===== src/command_line_tokenizer_hash_assert.svh =====
// Assertion macros for the tokenizer RTL.
// Depends on nothing; included by command_line_tokenizer_hash, which checks its own logic.
`ifndef COMMAND_LINE_TOKENIZER_HASH_ASSERT_SVH
`define COMMAND_LINE_TOKENIZER_HASH_ASSERT_SVH

`ifndef NO_ASSERTIONS

// Same-cycle implication, checked outside reset.
`define CLTH_ASSERT_IMPL(label, clk, rst_n, ante, cons) \
    label: assert property (@(posedge clk) disable iff (!rst_n) (ante) |-> (cons)) \
        else $error("tokenizer check failed");

// Next-cycle implication, checked outside reset.
`define CLTH_ASSERT_NEXT(label, clk, rst_n, ante, cons) \
    label: assert property (@(posedge clk) disable iff (!rst_n) (ante) |=> (cons)) \
        else $error("tokenizer check failed");

`else

`define CLTH_ASSERT_IMPL(label, clk, rst_n, ante, cons)
`define CLTH_ASSERT_NEXT(label, clk, rst_n, ante, cons)

`endif

`endif


===== src/clth_pkg.sv =====
// Shared types and constants for the command line tokenizer.
// No dependencies; used by clth_out_if, clth_cfg_if, clth_step and the top level.
package clth_pkg;

    localparam int CFG_IDX_W  = 1;
    localparam int CFG_DATA_W = 8;
    localparam int PART_W     = 4;

    // Configuration register indexes
    localparam logic [CFG_IDX_W-1:0] REG_DELIMITER  = 1'b0;
    localparam logic [CFG_IDX_W-1:0] REG_PART_LIMIT = 1'b1;

    localparam logic [31:0]       HASH_SEED     = 32'd5381;
    localparam logic [7:0]        CHAR_CR       = 8'd13;
    localparam logic [7:0]        CHAR_LF       = 8'd10;
    localparam logic [7:0]        DELIM_RESET   = 8'd32;
    localparam logic [PART_W-1:0] LIMIT_RESET   = 4'd8;
    localparam int                HASH_SHIFT    = 5;

    typedef struct packed {
        logic [31:0]       running_hash;
        logic              in_params;
        logic [PART_W-1:0] parts_found;
        logic              part_open;
    } line_state_t;

    typedef struct packed {
        logic [7:0]        char_out;
        logic              char_kept;
        logic [PART_W-1:0] part_index;
        logic              line_done;
        logic [31:0]       name_hash;
        logic [PART_W-1:0] part_count;
    } result_t;

    localparam line_state_t LINE_CLEAR = '{
        running_hash: HASH_SEED,
        in_params:    1'b0,
        parts_found:  '0,
        part_open:    1'b0
    };

endpackage


===== src/clth_in_if.sv =====
// Input byte channel: valid/ready with one command line byte.
// Depends on nothing.
interface clth_in_if;
    logic       valid;
    logic       ready;
    logic [7:0] char_in;
    logic       line_end;

    modport source (output valid, output char_in, output line_end, input ready);
    modport sink   (input valid, input char_in, input line_end, output ready);
endinterface


===== src/clth_out_if.sv =====
// Result channel: valid/ready with one tokenizer result.
// Depends on clth_pkg for widths.
interface clth_out_if;
    logic                       valid;
    logic                       ready;
    logic [7:0]                 char_out;
    logic                       char_kept;
    logic [clth_pkg::PART_W-1:0] part_index;
    logic                       line_done;
    logic [31:0]                name_hash;
    logic [clth_pkg::PART_W-1:0] part_count;

    modport source (output valid, output char_out, output char_kept, output part_index,
                    output line_done, output name_hash, output part_count, input ready);
    modport sink   (input valid, input char_out, input char_kept, input part_index,
                    input line_done, input name_hash, input part_count, output ready);
endinterface


===== src/clth_cfg_if.sv =====
// Configuration write channel: valid/ready with register index and data.
// Depends on clth_pkg for widths.
interface clth_cfg_if;
    logic                            valid;
    logic                            ready;
    logic [clth_pkg::CFG_IDX_W-1:0]  index;
    logic [clth_pkg::CFG_DATA_W-1:0] data;

    modport source (output valid, output index, output data, input ready);
    modport sink   (input valid, input index, input data, output ready);
endinterface


===== src/clth_step.sv =====
// Per-byte update: next line state and the result for one byte.
// Depends on clth_pkg.
module clth_step (
    input  clth_pkg::line_state_t        cur,
    input  logic [7:0]                   delim,
    input  logic [clth_pkg::PART_W-1:0]  lim,
    input  logic [7:0]                   char_in,
    input  logic                         line_end,
    output clth_pkg::line_state_t        nxt,
    output clth_pkg::result_t            res
);

    logic                        is_crlf;
    logic                        is_delim;
    clth_pkg::line_state_t       upd;
    logic                        kept;
    logic [clth_pkg::PART_W-1:0] pidx;
    logic [clth_pkg::PART_W-1:0] count;

    assign is_crlf  = (char_in == clth_pkg::CHAR_CR) || (char_in == clth_pkg::CHAR_LF);
    assign is_delim = (char_in == delim);

    always_comb
    begin
        upd  = cur;
        kept = 1'b0;
        pidx = '0;
        if (!is_crlf)
        begin
            if (!cur.in_params)
            begin
                if (is_delim)
                begin
                    upd.in_params = 1'b1;
                end
                else
                begin
                    // djb2: h*33 + c
                    upd.running_hash = (cur.running_hash << clth_pkg::HASH_SHIFT)
                                     + cur.running_hash + {24'd0, char_in};
                    kept = 1'b1;
                end
            end
            else if (cur.parts_found < lim)
            begin
                kept          = 1'b1;
                pidx          = cur.parts_found + 1'b1;
                upd.part_open = 1'b1;
                if (is_delim)
                begin
                    // delimiter closes its own part
                    upd.parts_found = cur.parts_found + 1'b1;
                    upd.part_open   = 1'b0;
                end
            end
        end
    end

    // open trailing part counts at end of line
    always_comb
    begin
        count = upd.parts_found;
        if (upd.in_params && upd.part_open && (upd.parts_found < lim))
        begin
            count = upd.parts_found + 1'b1;
        end
    end

    always_comb
    begin
        res.char_out   = char_in;
        res.char_kept  = kept;
        res.part_index = pidx;
        res.line_done  = line_end;
        res.name_hash  = line_end ? upd.running_hash : 32'd0;
        res.part_count = line_end ? count : '0;
        nxt            = line_end ? clth_pkg::LINE_CLEAR : upd;
    end

endmodule


===== src/command_line_tokenizer_hash.sv =====
// Top level of the command line tokenizer with djb2 name hash.
// Depends on clth_pkg, the clth_*_if interfaces, clth_step and the assertion header.
//
// Takes a command line one byte per transfer on cmd_in, line_end flagging the
// final byte, and returns one result per byte on res_out. CR and LF are passed
// through but never kept or hashed. Bytes up to the first delimiter form the
// name and feed a 32-bit wrapping djb2 hash (seed 5381); the first delimiter
// itself is dropped. Later bytes are tagged with a parameter part number from
// 1, each delimiter belonging to the part it closes, until part_limit parts
// are counted (0 acts as 1, values above MAX_PARTS act as MAX_PARTS); bytes
// after that are not kept. The result for the final byte carries the name hash
// and the part count, with an unfinished part counted, and the line state is
// cleared ready for the next line. Throughput is one byte per clock while the
// skid register is empty: the whole per-byte update is one add-and-compare
// step between the line state registers and the result register. A two-entry
// output buffer (result register plus skid register) lets input transfers
// continue while res_out is stalled; cmd_in ready falls only once both
// entries hold results. Configuration writes on cfg are always taken and
// are meant for idle periods between lines.
`include "command_line_tokenizer_hash_assert.svh"

module command_line_tokenizer_hash #(
    parameter int MAX_PARTS = 8
) (
    input  logic       clk,
    input  logic       rst_n,
    clth_cfg_if.sink   cfg,
    clth_in_if.sink    cmd_in,
    clth_out_if.source res_out
);

    localparam logic [clth_pkg::PART_W-1:0] MAX_PARTS_W = clth_pkg::PART_W'(MAX_PARTS);

    // Configuration registers
    logic [7:0]                  delimiter_char_reg;
    logic [clth_pkg::PART_W-1:0] part_limit_reg;
    logic [clth_pkg::PART_W-1:0] eff_limit;

    // Line state
    clth_pkg::line_state_t line_reg;
    clth_pkg::line_state_t line_next;

    // Output buffer
    clth_pkg::result_t step_res;
    clth_pkg::result_t out_data_reg;
    clth_pkg::result_t skid_data_reg;
    logic              out_valid_reg;
    logic              skid_valid_reg;

    logic in_xfer;
    logic out_xfer;

    assign cfg.ready    = 1'b1;
    assign cmd_in.ready = !skid_valid_reg;
    assign in_xfer      = cmd_in.valid && cmd_in.ready;
    assign out_xfer     = out_valid_reg && res_out.ready;

    // Clamp the part limit to 1..MAX_PARTS
    always_comb
    begin
        if (part_limit_reg == '0)
        begin
            eff_limit = clth_pkg::PART_W'(1);
        end
        else if (part_limit_reg > MAX_PARTS_W)
        begin
            eff_limit = MAX_PARTS_W;
        end
        else
        begin
            eff_limit = part_limit_reg;
        end
    end

    always_ff @(posedge clk or negedge rst_n)
    begin
        if (!rst_n)
        begin
            delimiter_char_reg <= clth_pkg::DELIM_RESET;
            part_limit_reg     <= clth_pkg::LIMIT_RESET;
        end
        else if (cfg.valid && cfg.ready)
        begin
            unique case (cfg.index)
                clth_pkg::REG_DELIMITER:  delimiter_char_reg <= cfg.data;
                clth_pkg::REG_PART_LIMIT: part_limit_reg <= cfg.data[clth_pkg::PART_W-1:0];
                default: ;
            endcase
        end
    end

    clth_step u_step (
        .cur      (line_reg),
        .delim    (delimiter_char_reg),
        .lim      (eff_limit),
        .char_in  (cmd_in.char_in),
        .line_end (cmd_in.line_end),
        .nxt      (line_next),
        .res      (step_res)
    );

    always_ff @(posedge clk or negedge rst_n)
    begin
        if (!rst_n)
        begin
            line_reg <= clth_pkg::LINE_CLEAR;
        end
        else if (in_xfer)
        begin
            line_reg <= line_next;
        end
    end

    // Result register refills from the skid entry first, keeping order
    always_ff @(posedge clk or negedge rst_n)
    begin
        if (!rst_n)
        begin
            out_valid_reg  <= 1'b0;
            skid_valid_reg <= 1'b0;
        end
        else if (!out_valid_reg || out_xfer)
        begin
            if (skid_valid_reg)
            begin
                out_valid_reg  <= 1'b1;
                skid_valid_reg <= 1'b0;
            end
            else
            begin
                out_valid_reg <= in_xfer;
            end
        end
        else if (in_xfer)
        begin
            skid_valid_reg <= 1'b1;
        end
    end

    always_ff @(posedge clk)
    begin
        if (!out_valid_reg || out_xfer)
        begin
            out_data_reg <= skid_valid_reg ? skid_data_reg : step_res;
        end
        if (out_valid_reg && !out_xfer && in_xfer)
        begin
            skid_data_reg <= step_res;
        end
    end

    assign res_out.valid      = out_valid_reg;
    assign res_out.char_out   = out_data_reg.char_out;
    assign res_out.char_kept  = out_data_reg.char_kept;
    assign res_out.part_index = out_data_reg.part_index;
    assign res_out.line_done  = out_data_reg.line_done;
    assign res_out.name_hash  = out_data_reg.name_hash;
    assign res_out.part_count = out_data_reg.part_count;

    // Skid entry never holds a result without the result register being full
    `CLTH_ASSERT_IMPL(a_skid_order, clk, rst_n, skid_valid_reg, out_valid_reg)
    // A final byte leaves the line state cleared
    `CLTH_ASSERT_NEXT(a_line_clear, clk, rst_n, in_xfer && cmd_in.line_end,
                      line_reg == clth_pkg::LINE_CLEAR)
    // Part counter never exceeds MAX_PARTS
    `CLTH_ASSERT_IMPL(a_parts_bound, clk, rst_n, 1'b1, line_reg.parts_found <= MAX_PARTS_W)
    // A dropped byte carries no part number
    `CLTH_ASSERT_IMPL(a_drop_index, clk, rst_n, out_valid_reg && !out_data_reg.char_kept,
                      out_data_reg.part_index == '0)

endmodule

===== src/flat_wrapper.sv =====
// flat-port wrapper written by rule: the top's interface ports become plain ports
module command_line_tokenizer_hash_flat 
#(
    parameter int MAX_PARTS = 8
)
  (clk, rst_n, cfg_valid, cfg_index, cfg_data, cfg_ready, cmd_in_valid, cmd_in_char_in, cmd_in_line_end, cmd_in_ready, res_out_valid, res_out_char_out, res_out_char_kept, res_out_part_index, res_out_line_done, res_out_name_hash, res_out_part_count, res_out_ready);
  clth_cfg_if cfg_i ();
  clth_in_if cmd_in_i ();
  clth_out_if res_out_i ();
  input  logic clk;
  input  logic rst_n;
  input wire logic [$bits(cfg_i.valid)-1:0] cfg_valid;
  input wire logic [$bits(cfg_i.index)-1:0] cfg_index;
  input wire logic [$bits(cfg_i.data)-1:0] cfg_data;
  output wire logic [$bits(cfg_i.ready)-1:0] cfg_ready;
  input wire logic [$bits(cmd_in_i.valid)-1:0] cmd_in_valid;
  input wire logic [$bits(cmd_in_i.char_in)-1:0] cmd_in_char_in;
  input wire logic [$bits(cmd_in_i.line_end)-1:0] cmd_in_line_end;
  output wire logic [$bits(cmd_in_i.ready)-1:0] cmd_in_ready;
  output wire logic [$bits(res_out_i.valid)-1:0] res_out_valid;
  output wire logic [$bits(res_out_i.char_out)-1:0] res_out_char_out;
  output wire logic [$bits(res_out_i.char_kept)-1:0] res_out_char_kept;
  output wire logic [$bits(res_out_i.part_index)-1:0] res_out_part_index;
  output wire logic [$bits(res_out_i.line_done)-1:0] res_out_line_done;
  output wire logic [$bits(res_out_i.name_hash)-1:0] res_out_name_hash;
  output wire logic [$bits(res_out_i.part_count)-1:0] res_out_part_count;
  input wire logic [$bits(res_out_i.ready)-1:0] res_out_ready;
  assign cfg_i.valid = cfg_valid;
  assign cfg_i.index = cfg_index;
  assign cfg_i.data = cfg_data;
  assign cfg_ready = cfg_i.ready;
  assign cmd_in_i.valid = cmd_in_valid;
  assign cmd_in_i.char_in = cmd_in_char_in;
  assign cmd_in_i.line_end = cmd_in_line_end;
  assign cmd_in_ready = cmd_in_i.ready;
  assign res_out_valid = res_out_i.valid;
  assign res_out_char_out = res_out_i.char_out;
  assign res_out_char_kept = res_out_i.char_kept;
  assign res_out_part_index = res_out_i.part_index;
  assign res_out_line_done = res_out_i.line_done;
  assign res_out_name_hash = res_out_i.name_hash;
  assign res_out_part_count = res_out_i.part_count;
  assign res_out_i.ready = res_out_ready;
  command_line_tokenizer_hash #(.MAX_PARTS(MAX_PARTS)) u_core (.clk(clk), .rst_n(rst_n), .cfg(cfg_i), .cmd_in(cmd_in_i), .res_out(res_out_i));
endmodule

===== config.mk =====
export PLATFORM = sky130hd
export DESIGN_NAME = command_line_tokenizer_hash_flat
export DESIGN_NICKNAME = d
export VERILOG_FILES = /design/src/clth_pkg.sv /design/src/clth_in_if.sv /design/src/clth_out_if.sv /design/src/clth_cfg_if.sv /design/src/clth_step.sv /design/src/command_line_tokenizer_hash.sv /design/src/flat_wrapper.sv
export VERILOG_INCLUDE_DIRS = /design/src /design/src/src
export SDC_FILE = /design/constraint.sdc
export NUM_CORES = 1
export LEC_CHECK = 0
export ABC_AREA = 1
export BUFFER_PORTS_ARGS = -buffer_cell sky130_fd_sc_hd__buf_2
export CAP_MARGIN = 20
export CORE_AREA = 2 2 167 120
export DETAILED_ROUTE_END_ITERATION = 16
export DIE_AREA = 0 0 169 122
export GPL_TIMING_DRIVEN = 1
export PLACE_DENSITY_LB_ADDON = 0.08
export RECOVER_POWER = 25
export SLEW_MARGIN = 10
export SYNTH_ARGS = -nofsm -noshare
export SYNTH_HDL_FRONTEND = slang
export SYNTH_HIERARCHICAL = 1
export SYNTH_SLANG_ARGS = --single-unit

===== constraint.sdc =====
create_clock -name clk -period 5.9 [get_ports clk]
set_input_delay 0.59 -clock clk [delete_from_list [all_inputs] [get_ports clk]]
set_output_delay 0.59 -clock clk [all_outputs]
set_load 0.03 [all_outputs]

==> results of run 1 <==
[worst min-delay path: cells and delay by family]
kind | cells | cell delay [ps]
AND/OR/NAND/NOR | 2 | 120
buffers and inverters | 1 | 90
[cell type report]
class / instances / share of cell area [%]
multi-input combinational: 851 / 42.5
sequential: 152 / 41.6
inverter: 99 / 3.61
timing repair buffer: 81 / 3.85
clock inverter: 14 / 1.26
clock buffer: 18 / 4.14
tap: 247 / 2.98
[path summary, 6_finish.rpt]
kind / depth (start not counted) / startpoint / to
setup reg to reg: 4 / u_core/res_out.valid / u_core/skid_data_reg[19]
setup / recovery: 4 / u_core/res_out.valid / u_core/skid_data_reg[19]
max in group asynchronous: 2 / rst_n / u_core/line_reg[1]
hold / removal: 3 / cfg_data[5] / u_core/delimiter_char_reg[5]
min in group asynchronous: 2 / rst_n / u_core/line_reg[28]
hold reg to reg: 2 / u_core/line_reg[0] / u_core/line_reg[0]
[layer usage]
metal	vias to the layer above	GRT usage, %
met2	267	27.9
met4	0	4.43
met1	3482	41.2
met3	11	5.72
li1	3841	-
met5	-	0
[Yosys cell counts, types with 4 or more instances]
master	count	area (um2)
dfrtp_1	45	1130
xnor2_1	12	105
o21bai_1	6	45.0
inv_2	4	15.0
a31oi_1	5	31.3
edfxtp_1	100	3000
dfstp_2	7	184
a21oi_1	36	180
inv_1	94	353
nand2_1	407	1530
o21ai_0	32	160
o21ai_1	22	110
clkbuf_1	15	56.3
nand2_4	4	45.0
nand4_1	8	50.1
nand2_2	5	31.3
o21a_1	4	30.0
xor2_1	12	105
ha_1	66	826
buf_2	16	80.1
buf_4	15	113
nand3_1	74	370
nor2_1	126	473
fa_1	4	80.1
[stage by stage]
stage                     worst slack, ps  cell area, um2  power (mW)  util (%)  hold WS [ps]
after global placement               2440            9830        4.15      51.0           459
after global routing                 1490           10400        5.65      53.8           380
after CTS                            2590           10400        5.21      53.9           322
final                                1940           10400        5.25      53.8           375
after floorplan                      1420            9370        3.40         -           294
after detailed placement             2420            9830        4.14      51.0           470
[logic make-up after synthesis]
kind of cell | share of synthesized area, %
adder cells (fa/ha/maj) | 9.67
buffers and inverters | 7.01
XOR/XNOR | 2.24
AND/OR/NAND/NOR | 27.9
multiplexers | 0.321
flip-flops | 46.0
other | 0.0400
AO/OA/AOI/OAI | 6.77
[power groups by stage]
stage,logic [mW],clock network [mW],registers [mW]
final,2.55,1.06,1.64
after detailed placement,2.49,0,1.65
after floorplan,1.63,0,1.78
after global placement,2.50,0,1.66
after CTS,2.50,1.08,1.64
after global routing,2.87,1.11,1.67
==> metrics.cfg, run 1 <==
[run_status]
status = finished, violations left
violations = capacitance limit, slew limit

[critical_path]
path_max_fanout = 53
crit_path_cell_trace = nand2_2 -> clkbuf_1 -> nor2_4 -> buf_4
cp.required_ps = 6070
path_class = reg -> reg
reg2reg_slack_ps = 1940
worst-path-buf-inv = 2
cp_slowest_cell = clkbuf_1
cp-end-kind = flop
critical-path-top-delay-family = buffers and inverters
critPathLaunchType = flop
arrival_ps = 4130
critical_path.max_stage_delay_ps = 2130

[synth]
synth_nets = 1244
synth_cell_types = 43
synth_edf_count = 100
ys.flop_type = edfxtp_1
async_flop_share_pct = 34.2
postSynthCellCount = 1151
synth.cell_area_um2 = 9370
yosysWarnings = 6
synth_area_per_cell_um2 = 8.14
synth_seq_area_share_pct = 46.0
synth-seq-cells = 152

[route]
vias_per_cell = 5.20
wl_um = 23700
vias = 7601
wl_met1_um = 13200
routed-wl-met2_um = 8280
drc_errors = 0
routed-wl-met3_um = 2010
highest_layer = met4
dr.pass1.iters = 5
wl_per_cell_um = 16.2
antenna_left = 0
first_iter_violations = 644

[power]
p_int_mw = 2.82
swShare_pct = 46.3
p_clk_share_pct = 20.1
power.leakage_nw = 5.11
seqPwrFrac_pct = 31.3
power.density_nw_per_um2 = 506
p_switching_mw = 2.43
p_comb_share_pct = 48.6
peakVddDrop_uv = 202

[layout]
antenna_cells = 0
multi_input_comb_area_um2 = 4410
final_cell_mix = nand2_1 (406), nor2_1 (125), edfxtp_1 (100)
area_growth_pct = 10.6
layout_commonest_cell = nand2_1
fillCellCount = 1847
drive_gt1_share_pct = 10.9
final_cells = 1462
final-seq-area_um2 = 4310
finalNetCount = 1295
largest_reg_flops = 50

[cts]
cts-hold-fix-buffers = 0
max-clock-path-buffers = 2
clk_pin_slew_ps = 70
clock-sinks = 152
postCtsSetupBuffers = 0
post_cts_resized = 0
clockRootBuffer = clkbuf_16
clk-insertion-delay-late_ps = 430
cts_tree = yes
cts-htree-levels = 4
cts_buffers = 17

[floorplan]
dieArea_um2 = 20600
core-area_um2 = 19300
io_pins = 76
num_rows = 43
dieWidth_um = 169
dieHeight_um = 122
start_util_pct = 48.6

[global_route]
grt_max_degree = 54
grt-ovfl-total = 0
grt_antenna_before_repair = 0
grt.total_usage_pct = 23.6
grt_pass1_vias = 6720
grt_pass1_wl_um = 37500

[timing]
max_freq_mhz = 253
fin_crit_ps = 3960
setup_viol = 0
slew_headroom_pct = -108
clock_skew_ps = 16.8
slew_violations = 198
rsz0062_at_grt = no
tightest_slew_ps = 3120
period_share_pct = 67.1
hold_viol_final = 0
setup_tns_ps = 0

[placed_design]
dp.cells = 1430
gp_congestion = 0.910
numPortBuffers = 74
dpl.hpwl_um = 17000

[run]
maxCapViolCount = 4

[min_path]
hp-class = in -> reg

Note: power is estimated with default switching activity, not from simulation.
==> run 2: changes to the inputs <==
Settings changed: ABC_AREA 1 to 0, CORE_AREA 2 2 167 120 to 2 2 165 119, DIE_AREA 0 0 169 122 to 0 0 167 121.
Clock period 5.9 ns to 4.11 ns, I/O delays scaled along.
==> run 2 against run 1 <==
The run still ends with capacitance limit, slew limit left. Wire length down 6.8%. First-iteration DRC count decreased by 17%. Power is 49% higher. Sequential share of layout area rose by 0.43 points. Global-route usage is 1.2 points lower. Die area down 2.0%. Register-to-register slack worse by 1700 ps. Setup slack worse by 1700 ps. Area after synthesis fell by 2.2%. Clock skew is 4.5 ps lower. Cell area shrank 1.0%. Clock power grew 48%. Critical endpoint is now u_core/res_out.name_hash[19].
==> metrics.cfg, run 2 <==
[timing]
period_share_pct = 94.6  ; +28 points
clock_skew_ps = 12.3  ; -4.51 ps
setup_tns_ps = 0  ; unchanged
rsz0062_at_grt = no
slew_headroom_pct = -34.4  ; +73 points
slew_violations = 42  ; -79%
finalWorstSetupSlack_ps = 222  ; -1720 ps
tightest_slew_ps = 2020  ; -1100 ps
max_freq_mhz = 257  ; +1.8%
fin_crit_ps = 3890  ; -70.7 ps
hold_viol_final = 0  ; unchanged
setup_viol = 0  ; unchanged

[layout]
finalNetCount = 940  ; -27%
area_growth_pct = 12.0
largest_reg_flops = 50  ; unchanged
final_cell_mix = edfxtp_1 (100), mux2_2 (91), nor2_1 (81)
layout_commonest_cell = edfxtp_1
drive_gt1_share_pct = 23.5  ; +13 points
fin_util_pct = 55.3  ; +1.5 points
antenna_cells = 0  ; unchanged

[synth]
yosysTopAreaCellShare_pct = 32.8  ; +0.74 points
yosysWarnings = 6  ; unchanged
synth_nets = 872  ; -30%
synth_cell_types = 72  ; +67%
postSynthCellCount = 779  ; -32%
synth_seq_area_share_pct = 47.1  ; +1.1 points
synth_top_family_by_area = multiplexers
synth-xor-area-share_pct = 2.77  ; +0.53 points
synthAdderAreaFrac_pct = 9.89  ; +0.22 points
synth_edf_count = 100  ; unchanged
synth.most_common_cell = edfxtp_1
synth_compound_area_share_pct = 11.8  ; +5.0 points
synth.cell_area_um2 = 9160  ; -2.2%
synth.area.mux_share_pct = 14.1  ; +14 points
synth-simple-area-share_pct = 10.6  ; -17 points
synth_area_per_cell_um2 = 11.8  ; +44%
synth_common_cells = edfxtp_1 (100), mux2_2 (91), nor2_1 (81), ha_1 (66), dfrtp_1 (45)
ys.flop_type = edfxtp_1
synth-seq-cells = 152  ; unchanged
ys_top_cells_by_area = edfxtp_1 (33%), dfrtp_1 (12%), mux2_2 (11%)
yosysTopAreaCell = edfxtp_1
async_flop_share_pct = 34.2  ; unchanged

[run_status]
violations = capacitance limit, slew limit
status = finished, violations left

[floorplan]
core-area_um2 = 18600  ; -3.7%
dieWidth_um = 167  ; -1.2%
start_util_pct = 49.4  ; +0.73 points
io_pins = 76  ; unchanged
dieHeight_um = 121  ; -0.82%
num_rows = 42  ; -2.3%
dieArea_um2 = 20200  ; -2.0%

[cts]
cts-htree-levels = 4  ; unchanged
clockRootBuffer = clkbuf_16
clk_pin_slew_ps = 70  ; about the same
cts_tree = yes
clk-insertion-delay-late_ps = 440  ; about the same
max-clock-path-buffers = 2  ; unchanged
cts_buffers = 17  ; unchanged
clock-sinks = 152  ; unchanged

[critical_path]
crit_path_cell_trace = inv_1 -> fa_1 -> inv_1 -> ha_1 -> o21ai_0 -> o21bai_2 -> a41o_1 -> a21o_1 -> a21oi_1 -> nor4_1 -> or3_1 -> nand3_1 -> mux2_2
cp.required_ps = 4290  ; -1780 ps
path_class = reg -> reg
arrival_ps = 4070  ; -60 ps
cp-end-kind = flop
timing.rr.end = u_core/res_out.name_hash[19]
crit_end = u_core/res_out.name_hash[19]
crit_path_start = u_core/line_reg[6]
critical_path.max_stage_delay_ps = 710  ; -1420 ps
path_max_fanout = 4  ; -92%
critical-path-top-delay-family = simple AND/OR/NAND/NOR gates
reg2reg_depth = 13  ; +9
worst-path-buf-inv = 2  ; unchanged
critPathLaunchType = flop
cp_slowest_cell = nor4_1
r2r-start = u_core/line_reg[6]
cp_common_cell = inv_1
crit_cells = 13  ; +9
reg2reg_slack_ps = 220  ; -1720 ps

[power]
p_clk_share_pct = 20.1  ; about the same
p_switching_mw = 3.32  ; +37%
seqPwrFrac_pct = 30.5  ; -0.8 points
power.leakage_nw = 4.35  ; -15%
power.density_nw_per_um2 = 762  ; +50%
swShare_pct = 42.5  ; -3.8 points
p_int_mw = 4.50  ; +59%
p_comb_share_pct = 49.5  ; +0.9 points
total_power_mw = 7.82  ; +49%
peakVddDrop_uv = 344  ; +70%

[global_route]
grt.total_usage_pct = 22.4  ; -1.2 points
grt_pass1_vias = 6138  ; -8.7%
grt_max_degree = 53  ; -1.9%
grt_antenna_before_repair = 0  ; unchanged
grt-ovfl-total = 0  ; unchanged
grt_pass1_wl_um = 34800  ; -7.3%

[route]
wl_per_cell_um = 20.0  ; +24%
dr.pass1.iters = 5  ; unchanged
first_iter_violations = 535  ; -17%
wl_um = 22000  ; -6.8%
antenna_left = 0  ; unchanged
drc_errors = 0  ; unchanged
vias_per_cell = 5.78  ; +11%
vias = 6373  ; -16%

[run]
maxCapViolCount = 1  ; -3

[placed_design]
dpl.hpwl_um = 15700  ; -7.8%
gp_congestion = 0.905  ; -0.53%
dp_slack_ps = 234  ; -2190 ps
numPortBuffers = 74  ; unchanged

[min_path]
hp-class = in -> reg
holdPathStages = 3  ; unchanged

## run 2: cell types whose count changed after synthesis, moves of 13 or more
cell,previous run,this run
mux2_2,0,91
inv_1,94,24
o21ai_1,22,2
nor2_1,126,81
nand2_1,407,30
a21o_1,3,16
nand3_1,74,12
## run 2: through the flow
step	instances	hold WS, ps	area (um2)
final	1102	209	10300
after global routing	1102	212	10300
after CTS	1100	192	10300
after detailed placement	1067	426	9730
after global placement	1067	415	9730
after floorplan	779	115	9160
## run 2: cell families after synthesis
logic type               after synthesis
adder cells (fa/ha/maj)               70
other                                  1
AO/OA/AOI/OAI                        149
multiplexers                         113
flip-flops                           152
buffers and inverters                 68
AND/OR/NAND/NOR                      197
XOR/XNOR                              29
## run 2: power groups by stage
stage | Combinational [mW] | Sequential, mW | Clock [mW]
floorplan | 2.61 | 2.61 | 0
global placement | 3.75 | 2.40 | 0
detailed placement | 3.78 | 2.41 | 0
CTS | 3.81 | 2.38 | 1.60
global route | 4.28 | 2.43 | 1.67
finish | 3.87 | 2.38 | 1.57
## run 2: cell type report
type | count | area (um2)
fill | 1611 | 8290
multi-input combinational | 559 | 4520
sequential | 152 | 4310
timing repair buffer | 93 | 443
clock buffer | 18 | 429
tap | 242 | 303
clock inverter | 14 | 155
inverter | 24 | 90.1
## run 2: what timing repair did
item	in CTS	in global routing
gates resized for setup	0	1
endpoints found under the hold margin	18	0
hold buffers	1	0
endpoints found under the setup margin	0	3
buffers inserted	0	2
## run 2: layer usage
layer,vias up,GRT usage (%),wire [um]
li1,3043,-,-
met1,3149,35.7,11800
met2,165,30.6,9040
met3,16,4.53,1010
met4,0,5.33,183
met5,-,0,0
## run 2: how the worst min path moves through the flow
stage          slack (ps)                           end          from
6_report              210          u_core/res_out.valid  cmd_in_valid
2_1_floorplan         120  u_core/delimiter_char_reg[0]         rst_n
3_5_place_dp          430           u_core/line_reg[26]         rst_n
4_1_cts               190          u_core/res_out.valid  cmd_in_valid
3_3_place_gp          410           u_core/line_reg[26]         rst_n
5_1_grt               210  u_core/delimiter_char_reg[7]   cfg_data[7]
## run 2: tightest hold or removal path: stages
cell,delay [ps]
buf_2,90
nor2_1,50
nand2_1,50
==> run 3: changes to the inputs <==
==> constraint.sdc (replaced) <==
create_clock -name clk -period 4.11 [get_ports clk]
set_input_delay 0.822 -clock clk [delete_from_list [all_inputs] [get_ports clk]]
set_output_delay 0.822 -clock clk [all_outputs]
set_load 0.03 [all_outputs]
==> run 3 against run 2 <==
The flow still finishes with violations (capacitance limit, slew limit). Clock skew down 2.4 ps. Critical path depth unchanged. Via count is 1.9% higher.
==> metrics.cfg, run 3 (synthesis gave the netlist of run 2 again) <==
[critical_path]
crit_cells = 13  ; unchanged
path_class = reg -> reg
arrival_ps = 4240  ; +170 ps
critPathLaunchType = flop
cp.required_ps = 4410  ; +120 ps
reg2reg_depth = 13  ; unchanged
cp_common_cell = inv_1
critical_path.max_stage_delay_ps = 570  ; -140 ps
crit_end = u_core/res_out.name_hash[28]
path_max_fanout = 5  ; +1
critical-path-top-delay-family = compound AO/OA/AOI/OAI gates
cp-end-kind = flop
reg2reg_slack_ps = 170  ; -50 ps
worst-path-buf-inv = 2  ; unchanged
cp_slowest_cell = dfstp_2
r2r-start = u_core/line_reg[6]
timing.rr.end = u_core/res_out.name_hash[28]
crit_path_cell_trace = inv_1 -> fa_1 -> inv_1 -> ha_1 -> o21ai_0 -> nor2_1 -> a2111oi_4 -> nor4_4 -> o221ai_4 -> a21oi_2 -> and3_4 -> nor4_1 -> mux2_2
crit_path_start = u_core/line_reg[6]

[timing]
max_freq_mhz = 254  ; -1.3%
finalWorstSetupSlack_ps = 169  ; -53.0 ps
slew_headroom_pct = -43.9  ; -9.5 points
rsz0062_at_grt = no
slew_violations = 145  ; +250%
tightest_slew_ps = 2160  ; +143 ps
clock_skew_ps = 9.85  ; -2.44 ps
fin_crit_ps = 3940  ; +53.0 ps
hold_viol_final = 0  ; unchanged
period_share_pct = 95.9  ; +1.3 points
setup_viol = 0  ; unchanged

[run_status]
violations = capacitance limit, slew limit
status = finished, violations left

[route]
vias = 6497  ; +1.9%
vias_per_cell = 5.80  ; +0.31%
antenna_left = 0  ; unchanged
wl_per_cell_um = 20.2  ; +1.0%
drc_errors = 0  ; unchanged
first_iter_violations = 624  ; +17%
wl_um = 22600  ; +2.6%
dr.pass1.iters = 5  ; unchanged

[power]
seqPwrFrac_pct = 29.9  ; -0.6 points
p_switching_mw = 3.40  ; +2.3%
swShare_pct = 42.6  ; +0.15 points
p_int_mw = 4.57  ; +1.7%
power.density_nw_per_um2 = 765  ; +0.43%
p_clk_share_pct = 19.1  ; -1.0 points
peakVddDrop_uv = 435  ; +27%
p_comb_share_pct = 51.0  ; +1.5 points
power.leakage_nw = 4.57  ; +5.1%

[layout]
fin_util_pct = 56.1  ; +0.84 points
fillCellCount = 1590  ; -1.3%
drive_gt1_share_pct = 29.8  ; +6.4 points
antenna_cells = 0  ; unchanged
finalNetCount = 958  ; +1.9%
final_cell_mix = edfxtp_1 (100), mux2_2 (91), nor2_1 (81)
final_cells = 1120  ; +1.6%
area_growth_pct = 13.7
largest_reg_flops = 50  ; unchanged
layout_commonest_cell = edfxtp_1

[global_route]
grt_antenna_before_repair = 0  ; unchanged
grt-ovfl-total = 0  ; unchanged
grt_pass1_vias = 6215  ; +1.3%
grt.total_usage_pct = 22.9  ; +0.50 points
grt_pass1_wl_um = 35400  ; +1.8%
grt_max_degree = 53  ; unchanged

[placed_design]
gp_congestion = 0.954  ; +5.4%
numPortBuffers = 74  ; unchanged
dp.cells = 1088  ; +2.0%
dp_slack_ps = -58.5  ; -293 ps
dpl.hpwl_um = 16100  ; +2.6%

[cts]
clk_pin_slew_ps = 70  ; about the same
max-clock-path-buffers = 2  ; unchanged
postCtsSetupBuffers = 0  ; unchanged
clock-sinks = 152  ; unchanged
cts_buffers = 17  ; unchanged
cts-htree-levels = 4  ; unchanged
clockRootBuffer = clkbuf_16
post_cts_resized = 0  ; unchanged
clk-insertion-delay-late_ps = 430  ; about the same
cts-hold-fix-buffers = 0  ; -1
cts_tree = yes

[floorplan]
dieHeight_um = 121  ; unchanged
dieArea_um2 = 20200  ; unchanged
num_rows = 42  ; unchanged
dieWidth_um = 167  ; unchanged
io_pins = 76  ; unchanged
start_util_pct = 49.4  ; unchanged
core-area_um2 = 18600  ; unchanged

[run]
maxCapViolCount = 4  ; +3

[min_path]
hp-class = reg -> reg

[run 3: cell types whose count changed in the layout (fill, tap and decap cells not counted), sizes merged]
| cell | delta |
|---|---|
| buf | +62 |
| bufinv | -1 |
| clkbuf | -43 |
| clkinv | +2 |
| clkinvlp | -2 |
| dlygate4sd3 | -1 |
| inv | +1 |
[run 3: area by class of cell]
cell class | instances | area [um2] | area share (%)
Clock buffer | 18 | 429 | 4.12
Sequential cell | 152 | 4310 | 41.4
Multi-Input combinational cell | 559 | 4510 | 43.3
Inverter | 24 | 90.1 | 0.865
Tap cell | 242 | 303 | 2.91
Timing Repair Buffer | 111 | 617 | 5.92
Clock inverter | 14 | 151 | 1.45
[run 3: worst reg2reg max path, cell delays in order, from the launching register on]
cell	delay (ps)
dfstp_2	570
inv_1	60
fa_1	550
inv_1	50
ha_1	310
o21ai_0	190
nor2_1	110
a2111oi_4	450
nor4_4	110
o221ai_4	310
a21oi_2	130
and3_4	210
nor4_1	520
mux2_2	260
[run 3: worst min path at each step]
stage	startpoint	to	slack, ps	cells after the start
floorplan	u_core/part_limit_reg[0]	u_core/part_limit_reg[0]	470	1
global placement	u_core/part_limit_reg[0]	u_core/part_limit_reg[0]	490	1
detailed placement	u_core/part_limit_reg[0]	u_core/part_limit_reg[0]	500	1
CTS	rst_n	u_core/line_reg[34]	510	1
global route	u_core/part_limit_reg[0]	u_core/part_limit_reg[0]	540	1
finish	u_core/part_limit_reg[0]	u_core/part_limit_reg[0]	510	1
[run 3: routing by layer]
layer	vias up	routed length [um]	global-route usage (%)
li1	3070	-	-
met1	3204	12000	37.1
met2	200	8900	30.5
met3	23	1430	4.89
met4	0	260	5.33
met5	-	0	0
[run 3: through the flow]
stage	power [mW]	cell area, um2	hold slack, ps	TNS, ps
4_1_cts	7.96	10500	506	0
3_3_place_gp	6.31	9890	491	-51.2
6_report	7.97	10400	514	0
2_1_floorplan	5.22	9160	470	0
3_5_place_dp	6.38	9890	496	-144
5_1_grt	8.51	10400	539	0
[run 3: power by group through the flow]
stage                     Combinational [mW]  Clock, mW  Sequential [mW]
after detailed placement                3.97          0             2.41
after global placement                  3.91          0             2.40
after floorplan                         2.61          0             2.61
final                                   4.07       1.52             2.38
after CTS                               4.02       1.57             2.38
after global routing                    4.46       1.63             2.42
